--- src/hdl/scd_pkg.sv ---
// Package for the scanned seven-segment display: item types, codes,
// the segment table and the control struct between converter and scanner.
// No dependencies.
`default_nettype none

package scd_pkg;

	localparam int NUM_DIGITS = 8;
	localparam int DIGIT_W    = 4;
	localparam int POS_W      = 3;
	localparam int PADDR_W    = 3;

	localparam logic [1:0] MODE_TICK    = 2'd0;
	localparam logic [1:0] MODE_CURRENT = 2'd1;
	localparam logic [1:0] MODE_VOLTAGE = 2'd2;
	localparam logic [1:0] MODE_TIME    = 2'd3;

	localparam logic REG_POINT_MASK = 1'b0;

	typedef struct packed {
		logic [1:0]  mode;
		logic [15:0] value;
		logic [6:0]  hours;
		logic [6:0]  minutes;
	} in_item_t;

	typedef struct packed {
		logic [7:0] segments;
		logic [7:0] digit_select;
	} out_item_t;

	// one step of work for the scanner
	typedef struct packed {
		logic                     tick;
		logic                     load_lo;
		logic                     load_hi;
		logic [3:0][DIGIT_W-1:0]  digits;  // [0] goes to the lowest digit of the group
	} scd_cmd_t;

	function automatic logic [6:0] seg_pattern(input logic [DIGIT_W-1:0] d);
		logic [6:0] s;
		case (d)
			4'd0: s = 7'h3F;
			4'd1: s = 7'h06;
			4'd2: s = 7'h5B;
			4'd3: s = 7'h4F;
			4'd4: s = 7'h66;
			4'd5: s = 7'h6D;
			4'd6: s = 7'h7D;
			4'd7: s = 7'h07;
			4'd8: s = 7'h7F;
			4'd9: s = 7'h6F;
			default: s = 7'h00;
		endcase
		return s;
	endfunction

endpackage

`default_nettype wire

--- src/hdl/scanned_seven_segment_display.sv ---
// Top level of the eight-digit scanned seven-segment display driver.
// Depends on scd_pkg, scd_convert and scd_scan.
//
//   channel  | handshake               | payload
//   in       | in_valid / in_stall     | in_item  (mode, value, hours, minutes)
//   out      | out_valid / out_stall   | out_item (segments, digit_select)
//   config   | psel/penable/pwrite     | paddr, pwdata, prdata (point_mask)
//
// One item per cycle while in_stall is low: input register, conversion or scan, output register.
// A tick is held in item_s1 and its result is registered in the output register; loads give none.
// Reset clears digits to zero, scan to digit 0 and point_mask to zero.
// in_stall rises only when a tick waits on a stalled, full output register.
`default_nettype none

module scanned_seven_segment_display import scd_pkg::*; (
	input  wire logic               clk,
	input  wire logic               arst_n,
	input  wire logic               in_valid,
	output logic                    in_stall,
	input  wire in_item_t           in_item,
	output logic                    out_valid,
	input  wire logic               out_stall,
	output out_item_t               out_item,
	input  wire logic               psel,
	input  wire logic               penable,
	input  wire logic               pwrite,
	input  wire logic [PADDR_W-1:0] paddr,
	input  wire logic [31:0]        pwdata,
	output logic [31:0]             prdata,
	output logic                    pready
);

	logic       valid_s1;
	in_item_t   item_s1;
	logic       out_free;
	logic       go_s1;
	logic [7:0] point_mask_q;
	scd_cmd_t   cmd;
	out_item_t  result;
	out_item_t  out_q;
	logic       out_valid_q;

	assign pready = 1'b1;
	assign prdata = (paddr[2] == REG_POINT_MASK) ? {24'd0, point_mask_q} : 32'd0;

	always_ff @(posedge clk or negedge arst_n) begin
		if (!arst_n) begin
			point_mask_q <= '0;
		end else if (psel && penable && pwrite && paddr[2] == REG_POINT_MASK) begin
			point_mask_q <= pwdata[7:0];
		end
	end

	assign out_free = !out_valid_q || !out_stall;
	assign go_s1 = valid_s1 && (item_s1.mode != MODE_TICK || out_free);
	assign in_stall = valid_s1 && !go_s1;

	always_ff @(posedge clk or negedge arst_n) begin
		if (!arst_n) begin
			valid_s1 <= 1'b0;
		end else if (in_valid && !in_stall) begin
			valid_s1 <= 1'b1;
		end else if (go_s1) begin
			valid_s1 <= 1'b0;
		end
	end

	always_ff @(posedge clk) begin
		if (in_valid && !in_stall) item_s1 <= in_item;
	end

	scd_convert u_convert (
		.item (item_s1),
		.go   (go_s1),
		.cmd  (cmd)
	);

	scd_scan u_scan (
		.clk        (clk),
		.arst_n     (arst_n),
		.cmd        (cmd),
		.point_mask (point_mask_q),
		.result     (result)
	);

	always_ff @(posedge clk or negedge arst_n) begin
		if (!arst_n) begin
			out_valid_q <= 1'b0;
		end else if (cmd.tick) begin
			out_valid_q <= 1'b1;
		end else if (!out_stall) begin
			out_valid_q <= 1'b0;
		end
	end

	always_ff @(posedge clk) begin
		if (cmd.tick) out_q <= result;
	end

	assign out_valid = out_valid_q;
	assign out_item = out_q;

endmodule

`default_nettype wire

--- src/hdl/scd_convert.sv ---
// Binary to decimal digit conversion for loads, and decode of the item mode.
// Depends on scd_pkg.
`default_nettype none

module scd_convert import scd_pkg::*; (
	input  wire in_item_t item,
	input  wire logic     go,
	output scd_cmd_t      cmd
);

	logic [32:0] p1, p2, p3, p4;
	logic [12:0] q1;
	logic [9:0]  q2;
	logic [6:0]  q3;
	logic [2:0]  q4;
	logic [15:0] r0;
	logic [12:0] r1;
	logic [9:0]  r2;
	logic [6:0]  r3;
	logic [14:0] tm, th;
	logic [3:0]  mt_raw, ht_raw, mt, ht;
	logic [6:0]  mo, ho;
	logic [3:0][DIGIT_W-1:0] val_digits, time_digits;

	// reciprocal multiplies, exact for 16-bit dividends
	always_comb begin
		p1 = {17'd0, item.value} * 33'd104858;
		p2 = {17'd0, item.value} * 33'd83887;
		p3 = {17'd0, item.value} * 33'd67109;
		p4 = {17'd0, item.value} * 33'd107375;
		q1 = p1[20 +: 13];
		q2 = p2[23 +: 10];
		q3 = p3[26 +: 7];
		q4 = p4[30 +: 3];
		r0 = item.value - (({3'd0, q1} << 3) + ({3'd0, q1} << 1));
		r1 = q1 - (({3'd0, q2} << 3) + ({3'd0, q2} << 1));
		r2 = q2 - (({3'd0, q3} << 3) + ({3'd0, q3} << 1));
		r3 = q3 - (({4'd0, q4} << 3) + ({4'd0, q4} << 1));
		val_digits[0] = r3[3:0];
		val_digits[1] = r2[3:0];
		val_digits[2] = r1[3:0];
		val_digits[3] = r0[3:0];
	end

	always_comb begin
		tm = {8'd0, item.minutes} * 15'd205;
		th = {8'd0, item.hours} * 15'd205;
		mt_raw = tm[11 +: 4];
		ht_raw = th[11 +: 4];
		mt = (mt_raw >= 4'd10) ? mt_raw - 4'd10 : mt_raw;
		ht = (ht_raw >= 4'd10) ? ht_raw - 4'd10 : ht_raw;
		mo = item.minutes - (({3'd0, mt_raw} << 3) + ({3'd0, mt_raw} << 1));
		ho = item.hours - (({3'd0, ht_raw} << 3) + ({3'd0, ht_raw} << 1));
		time_digits[0] = mt;
		time_digits[1] = mo[3:0];
		time_digits[2] = ht;
		time_digits[3] = ho[3:0];
	end

	always_comb begin
		cmd = '0;
		cmd.digits = val_digits;
		case (item.mode)
			MODE_TICK:    cmd.tick = go;
			MODE_CURRENT: cmd.load_lo = go;
			MODE_VOLTAGE: cmd.load_hi = go;
			MODE_TIME: begin
				cmd.load_hi = go;
				cmd.digits = time_digits;
			end
			default: cmd = '0;
		endcase
	end

endmodule

`default_nettype wire

--- src/hdl/scd_scan.sv ---
// Digit store and scan counter; forms the segment pattern and digit select.
// Depends on scd_pkg.
`default_nettype none

module scd_scan import scd_pkg::*; (
	input  wire logic       clk,
	input  wire logic       arst_n,
	input  wire scd_cmd_t   cmd,
	input  wire logic [7:0] point_mask,
	output out_item_t       result
);

	logic [NUM_DIGITS-1:0][DIGIT_W-1:0] digits_q;
	logic [POS_W-1:0] pos_q;

	always_ff @(posedge clk or negedge arst_n) begin
		if (!arst_n) begin
			digits_q <= '0;
			pos_q <= '0;
		end else begin
			if (cmd.load_lo) begin
				for (int k = 0; k < 4; k++) digits_q[k] <= cmd.digits[k];
			end
			if (cmd.load_hi) begin
				for (int k = 0; k < 4; k++) digits_q[k + 4] <= cmd.digits[k];
			end
			if (cmd.tick) pos_q <= pos_q + 3'd1;
		end
	end

	always_comb begin
		result.segments = {point_mask[pos_q], seg_pattern(digits_q[pos_q])};
		result.digit_select = '0;
		result.digit_select[pos_q] = 1'b1;
	end

endmodule

`default_nettype wire

--- config.mk ---
export PLATFORM = sky130hd
export DESIGN_NAME = scanned_seven_segment_display
export DESIGN_NICKNAME = d
export VERILOG_FILES = /design/src/hdl/scd_pkg.sv /design/src/hdl/scanned_seven_segment_display.sv /design/src/hdl/scd_convert.sv /design/src/hdl/scd_scan.sv
export SDC_FILE = /design/constraint.sdc
export NUM_CORES = 1
export LEC_CHECK = 0
export ABC_AREA = 0
export ABC_CLOCK_PERIOD_IN_PS = 12020
export CORE_MARGIN = 10
export CORE_UTILIZATION = 70
export DETAILED_ROUTE_END_ITERATION = 10
export DONT_BUFFER_PORTS = 1
export PLACE_DENSITY = 0.89
export SKIP_LAST_GASP = 1
export SYNTH_ARGS = -nofsm -noshare
export SYNTH_HDL_FRONTEND = slang
export SYNTH_SLANG_ARGS = --single-unit
--- constraint.sdc ---
create_clock -name clk -period 12.02 [get_ports clk]
set_clock_uncertainty 0.15 [all_clocks]
set_input_delay 2.404 -clock clk [delete_from_list [all_inputs] [get_ports clk]]
set_output_delay 2.404 -clock clk [all_outputs]
set_load 0.1 [all_outputs]
==> results of run 1 <==
==> cell usage in the layout (no fill, tap or decap), drive strengths merged, types with 18 or more instances in the layout <==
| cell | n |
|---|---|
| nand3 | 18 |
| edfxtp | 48 |
| inv | 544 |
| nor2 | 45 |
| nand2 | 79 |
| a21oi | 37 |
| o21ai | 60 |
| dfrtp | 45 |
| fa | 311 |
| xor2 | 23 |
| ha | 470 |
| conb | 25 |
| xnor2 | 51 |
==> layout make-up <==
class,instances,area (um2)
Tap cell,384,480
Multi-Input combinational cell,1311,15600
Fill cell,1803,7690
Antenna cell,4,10.0
Clock buffer,10,229
Sequential cell,93,2570
Clock inverter,6,38.8
Inverter,542,2030
Timing Repair Buffer,10,75.1
==> registers in the layout (all words and copies together) (netlist names) <==
| register | count |
|---|---|
| item_s1 | 32 |
| point_mask_q | 8 |
| u_scan.pos_q | 3 |
| valid_s1 | 1 |
| u_scan.digits_q | 32 |
| out_item | 16 |
| out_valid | 1 |
==> kinds of logic (layout without fill, tap and decap cells) <==
kind of cell             Yosys count  in the layout  synth area share
XOR/XNOR                          76             76            0.0356
adder cells (fa/ha/maj)          781            781             0.596
other                              2             29          0.000370
flip-flops                        93             93             0.126
buffers and inverters            585            568             0.113
AO/OA/AOI/OAI                    189            189            0.0645
AND/OR/NAND/NOR                  215            215            0.0508
multiplexers                      25             25            0.0137
==> metal layers <==
layer,vias to the layer above,global-route usage,wire [um]
li1,6213,-,-
met2,703,0.495,24900
met3,214,0.0545,3950
met1,7068,0.333,18600
met5,-,0,0
met4,0,0.168,3260
==> worst max path at each step <==
stage / from / end / slack, ns
finish: item_s1[22] / u_scan.digits_q[27] / 3.40
floorplan: item_s1[18] / u_scan.digits_q[27] / 4.79
global route: item_s1[22] / u_scan.digits_q[3] / 3.10
detailed placement: item_s1[22] / u_scan.digits_q[27] / 3.56
CTS: item_s1[22] / u_scan.digits_q[27] / 3.49
global placement: item_s1[22] / u_scan.digits_q[3] / 3.77
==> through the flow <==
step	util	std cells	instance area, um2	setup slack (ns)
5_1_grt	0.732	2359	21000	3.10
4_1_cts	0.732	2356	21000	3.49
2_1_floorplan	-	1989	20400	4.79
3_3_place_gp	0.722	2340	20700	3.77
3_5_place_dp	0.722	2340	20700	3.56
6_report	0.732	2360	21000	3.40
==> cell usage after synthesis, types with 3 or more instances <==
master / count
sky130_fd_sc_hd__nor2b_1: 14
sky130_fd_sc_hd__o21a_1: 3
sky130_fd_sc_hd__o211ai_1: 3
sky130_fd_sc_hd__a22oi_1: 10
sky130_fd_sc_hd__xor2_1: 22
sky130_fd_sc_hd__a211oi_1: 6
sky130_fd_sc_hd__dfrtp_1: 45
sky130_fd_sc_hd__clkbuf_1: 15
sky130_fd_sc_hd__buf_4: 26
sky130_fd_sc_hd__o31ai_1: 3
sky130_fd_sc_hd__a211o_1: 5
sky130_fd_sc_hd__a21oi_1: 35
sky130_fd_sc_hd__ha_1: 470
sky130_fd_sc_hd__o21ai_1: 7
sky130_fd_sc_hd__nor2_1: 45
sky130_fd_sc_hd__and3_1: 5
sky130_fd_sc_hd__xnor2_1: 48
sky130_fd_sc_hd__xnor2_2: 3
sky130_fd_sc_hd__a221oi_1: 3
sky130_fd_sc_hd__inv_1: 542
sky130_fd_sc_hd__o21bai_1: 4
sky130_fd_sc_hd__a21o_1: 14
sky130_fd_sc_hd__edfxtp_1: 48
sky130_fd_sc_hd__o21ai_0: 52
sky130_fd_sc_hd__or2_2: 7
sky130_fd_sc_hd__mux2i_1: 11
sky130_fd_sc_hd__a31oi_1: 4
sky130_fd_sc_hd__nand4_1: 10
sky130_fd_sc_hd__nand2b_1: 7
sky130_fd_sc_hd__mux2_2: 13
sky130_fd_sc_hd__fa_1: 311
sky130_fd_sc_hd__nand3_1: 18
sky130_fd_sc_hd__nor3b_1: 3
sky130_fd_sc_hd__nand2_1: 79
sky130_fd_sc_hd__a2111oi_0: 3
sky130_fd_sc_hd__nor3_1: 12
==> worst max-delay path, delay by kind of cell (launching register included) <==
kind / cells / cell delay [ns]
fa+ha+maj: 8 / 3.17
xor+xnor: 6 / 1.36
buf+inv: 6 / 1.07
compound gates: 5 / 0.99
flops: 1 / 0.92
simple gates: 3 / 0.84
==> metrics, run 1 <==
Detail Route Antenna Nets=0; proportion of register bits with asynchronous set or reset after synthesis=0.484; Sinks on Clock Net=93; number of buffers added by the clock tree synthesis step=9; fraction of layout instances using a drive strength above 1=0.0411; Synth Warn #=0; Die Area=36200 um2; hold path startpoint=u_scan.digits_q[10]; IO Port Bufs=0; relative area change from synthesis to final layout=3.42%; Horiz. Die Dim=about 190 um; cell type with the highest occurrence count on the critical path=sky130_fd_sc_hd__inv_1; final hold violation count=0; Max-Cap Viols=0; terminating pin of the worst hold path=u_scan.digits_q[10]; status=complete, no violations; GRT Resource Usage Total=0.289; ys flop type=sky130_fd_sc_hd__edfxtp_1; global-route wire length before repair=~80000 um; via count of the routed design=approximately 14000; number of global-route vias before repair=15900; netlist area before placement=20300 um2; placeable core region=28700 um2; fmax=0.116 GHz; sum of negative setup slack=0 ns; clock period minus final worst setup slack=8.62 ns; root cell of the clock tree=sky130_fd_sc_hd__clkbuf_16; cell accounting for the most synthesized area=sky130_fd_sc_hd__fa_1; crit start category=register; top fanout value on the critical path=12; worst min path class=register to register; Resized Gates After CTS=0; total of endpoints with negative setup slack in the final report=0; depth of the worst register-to-register path=28; mean routed wirelength per cell=about 22 um; endpoint of the worst register-to-register path=u_scan.digits_q[27]; routability cong.=0.997; Initial DRC Count=1179; relative slew slack=0.242; Worst EP arrival=8.73 ns; critical path class=register to register; required time at the endpoint of the critical path=12.14 ns; worst hold slack=0.335 ns; unique cell type count in the Yosys netlist=81; RSZ-0062 raised after global routing=false; average size of a mapped cell=10.3 um2; DRC violations left=0; Crit Reg-Reg Startpoint=item_s1[22]; slowest CP cell=sky130_fd_sc_hd__edfxtp_1; share of the synthesized area in the top cell type=0.306; internal reg-to-reg setup slack=3.40 ns; maximum number of pins on one net before global-route repair=46; # Post-CTS Setup Buffers=0; height of the chip=190 um; instance count of the mapped netlist=1966; number of enable flip-flop cells after synthesis=48; CTS tree=done; clock transition at the registers of the reported paths=roughly 0.070 ns; count of final max-slew check failures=0; cells taking the most area after synthesis=sky130_fd_sc_hd__fa_1 (31%), sky130_fd_sc_hd__ha_1 (29%), sky130_fd_sc_hd__inv_1 (10%); Avg Vias per Cell=around 6; stage delay of the slowest cell on the critical path=roughly 0.92 ns; count of hold-fix buffers inserted at cts=0; Congestion Overflow GR=0; number of optimization iterations in the first detailed-route pass=5; worst hold path cell count=2; Top Ports=125; number of standard-cell rows in the floorplan=62; buffer levels on the longest clock path=2; fin crit share=0.717; HPWL after DPL=about 42000 um; register area share after synthesis=0.126; initial core utilization=0.708; Total Nets Final=about 2800; source-to-sink clock delay at the later pin of the worst-skew pair=0.36 ns; overall routed net length=between 50000 and 60000 um; number of synthesized register bits=93; antenna violations before repair=4; maximum level of the CTS H-tree=3; Slew @ Worst Pin=about 1.1 ns; critical path endpoint category=register
Power of run 1 is not shown: default switching activity piles up to over one toggle a cycle in this logic, so the estimate is an artifact.
==> run 2, diff against run 1 <==
Settings changed: ABC_CLOCK_PERIOD_IN_PS 12020 to 8750, CORE_UTILIZATION 70 to 68, PLACE_DENSITY 0.89 to 0.87.
Clock period 12.02 ns to 8.75 ns, I/O delays scaled along.
==> run 2 against run 1 <==
Register-to-register slack got worse by 2.7 ns. Fmax increased by 7.1%. Wire length decreased by 0.41%. Critical path depth decreased by 1. Final area increased by 1.1%. Sequential cell count unchanged. Utilization decreased by 1.3 points. Highest routed layer unchanged.
==> metrics, run 2 (same netlist as run 1, synthesis figures left out) <==
clock transition at the registers of the reported paths=0.07 ns (about the same); top fanout value on the critical path=7 (-5); GR Layer Usage met3=0.0553 (+0.000796); RSZ-0062 raised after global routing=false; fmax=0.124 GHz (+7.1%); Max-Cap Viols=0 (unchanged); global-route wire length before repair=81800 um (about the same); Initial DRC Count=1027 (-13%); number of non-filler instances in the completed layout=2390 (+1.3%); grt met2 use=0.492 (-0.00219); number of standard-cell rows in the floorplan=63 (+1.6%); cell type with the highest occurrence count on the critical path=sky130_fd_sc_hd__fa_1; critical path class=register to register; count of final max-slew check failures=0 (unchanged); required time at the endpoint of the critical path=8.80 ns (-3.34 ns); relative slew slack=0.212 (-0.0293); DRC violations left=0 (unchanged); Reg area=2570 um2 (unchanged); number of global-route vias before repair=15700 (-1.4%); GRT Resource Usage Total=0.287 (-0.00214); Avg Vias per Cell=5.85 (-2.8%); total of endpoints with negative setup slack in the final report=0 (unchanged); IO Port Bufs=0 (unchanged); total instance count after detailed placement=2369 (+1.2%); crit start category=register; Detail Route Antenna Nets=0 (unchanged); Congestion Overflow GR=0 (unchanged); fillers=1991 (+10%); initial core utilization=0.687 (-0.0205); clock period minus final worst setup slack=8.04 ns (-0.571 ns); Slew @ Worst Pin=1.18 ns (+0.0439 ns); CTS tree=done; critical path endpoint category=register; relative area change from synthesis to final layout=4.59%; number of optimization iterations in the first detailed-route pass=5 (unchanged); highest-count cells in the layout ignoring fill and taps=sky130_fd_sc_hd__inv_1 (542), sky130_fd_sc_hd__ha_1 (470), sky130_fd_sc_hd__fa_1 (311); status=complete, no violations; Total Nets Final=2845 (+0.82%); commonest non-fill, non-tap cell in the layout=sky130_fd_sc_hd__inv_1; routability cong.=0.970 (-2.6%); sum of negative setup slack=0 ns (unchanged); source-to-sink clock delay at the later pin of the worst-skew pair=0.36 ns (about the same); root cell of the clock tree=sky130_fd_sc_hd__clkbuf_16; via count of the routed design=14000 (-1.6%); Die Area=37200 um2 (+2.6%); Post-Layout Inst Area=21300 um2 (+1.1%); Worst EP arrival=8.10 ns (-0.63 ns); Resized Gates After CTS=0 (unchanged); Sinks on Clock Net=93 (unchanged); fraction of layout instances using a drive strength above 1=0.0531 (+0.0121); placeable core region=29600 um2 (+3.0%); final hold violation count=0 (unchanged); mean routed wirelength per cell=21.1 um (-1.7%); antenna violations before repair=3 (-1); fin crit share=0.919 (+0.203); overall routed net length=50500 um (-0.41%); count of hold-fix buffers inserted at cts=0 (unchanged); HPWL after DPL=43400 um (+2.6%); Top Ports=125 (unchanged); stage delay of the slowest cell on the critical path=0.62 ns (-0.30 ns); # Post-CTS Setup Buffers=0 (unchanged); height of the chip=193 um (+1.3%); number of buffers added by the clock tree synthesis step=9 (unchanged); maximum level of the CTS H-tree=3 (unchanged); area of the multi-input gates=15600 um2 (unchanged); global-route track usage on met1=0.336 (+0.00249); Horiz. Die Dim=193 um (+1.3%); slowest CP cell=sky130_fd_sc_hd__fa_1; highest-utilization routing layer at the global route stage=met2; maximum number of pins on one net before global-route repair=46 (unchanged); area of placed instances=20900 um2 (+0.87%); worst min path class=register to register; buffer levels on the longest clock path=2 (unchanged)
-- run 2: cell count changes in the layout (fill, tap and decap cells not counted), sizes merged --
cell,previous run,this run
buf,10,33
inv,544,547
clkinv,3,1
bufinv,0,1
clkbuf,10,9
clkinvlp,1,0
diode,4,5
-- run 2: critical path: cells and delay by family, from the launching register on --
family | cells | cell delay, ns
flops | 1 | 0.55
fa+ha+maj | 8 | 3.53
compound gates | 5 | 0.96
buf+inv | 5 | 0.66
xor+xnor | 6 | 1.19
simple gates | 3 | 0.84
-- run 2: metal layers --
metal / part of all wire / wire (um)
met4: 0.056 / 2840
met1: 0.36 / 18300
met5: 0 / 0
met2: 0.50 / 25100
met3: 0.086 / 4340
-- run 2: through the flow --
| step | worst slack [ns] | hold slack, ns | util |
|---|---|---|---|
| 3_3_place_gp | 0.939 | 0.305 | 0.708 |
| 4_1_cts | 0.753 | 0.337 | 0.719 |
| 2_1_floorplan | 1.52 | 0.294 | - |
| 3_5_place_dp | 0.807 | 0.323 | 0.708 |
| 5_1_grt | 0.403 | 0.361 | 0.719 |
| 6_report | 0.706 | 0.338 | 0.719 |
-- run 2: final cells by class --
| cell class | instances | share of cell area |
|---|---|---|
| sequential | 93 | 0.121 |
| multi-input combinational | 1311 | 0.733 |
| timing repair buffer | 33 | 0.0117 |
| clock buffer | 9 | 0.0106 |
| inverter | 542 | 0.0957 |
| antenna | 5 | 0.000589 |
| tap | 390 | 0.0230 |
| clock inverter | 7 | 0.00459 |
-- run 2: final timing paths --
check	start	endpoint	slack, ns	cells after the start
max	item_s1[19]	u_scan.digits_q[27]	0.71	27
max reg2reg	item_s1[19]	u_scan.digits_q[27]	0.71	27
min	u_scan.digits_q[23]	u_scan.digits_q[23]	0.34	2
min reg2reg	u_scan.digits_q[23]	u_scan.digits_q[23]	0.34	2
min in group asynchronous	arst_n	u_scan.digits_q[5]	0.94	0
max in group asynchronous	arst_n	point_mask_q[7]	7.42	0
Power of run 2 is left out for the same reason.
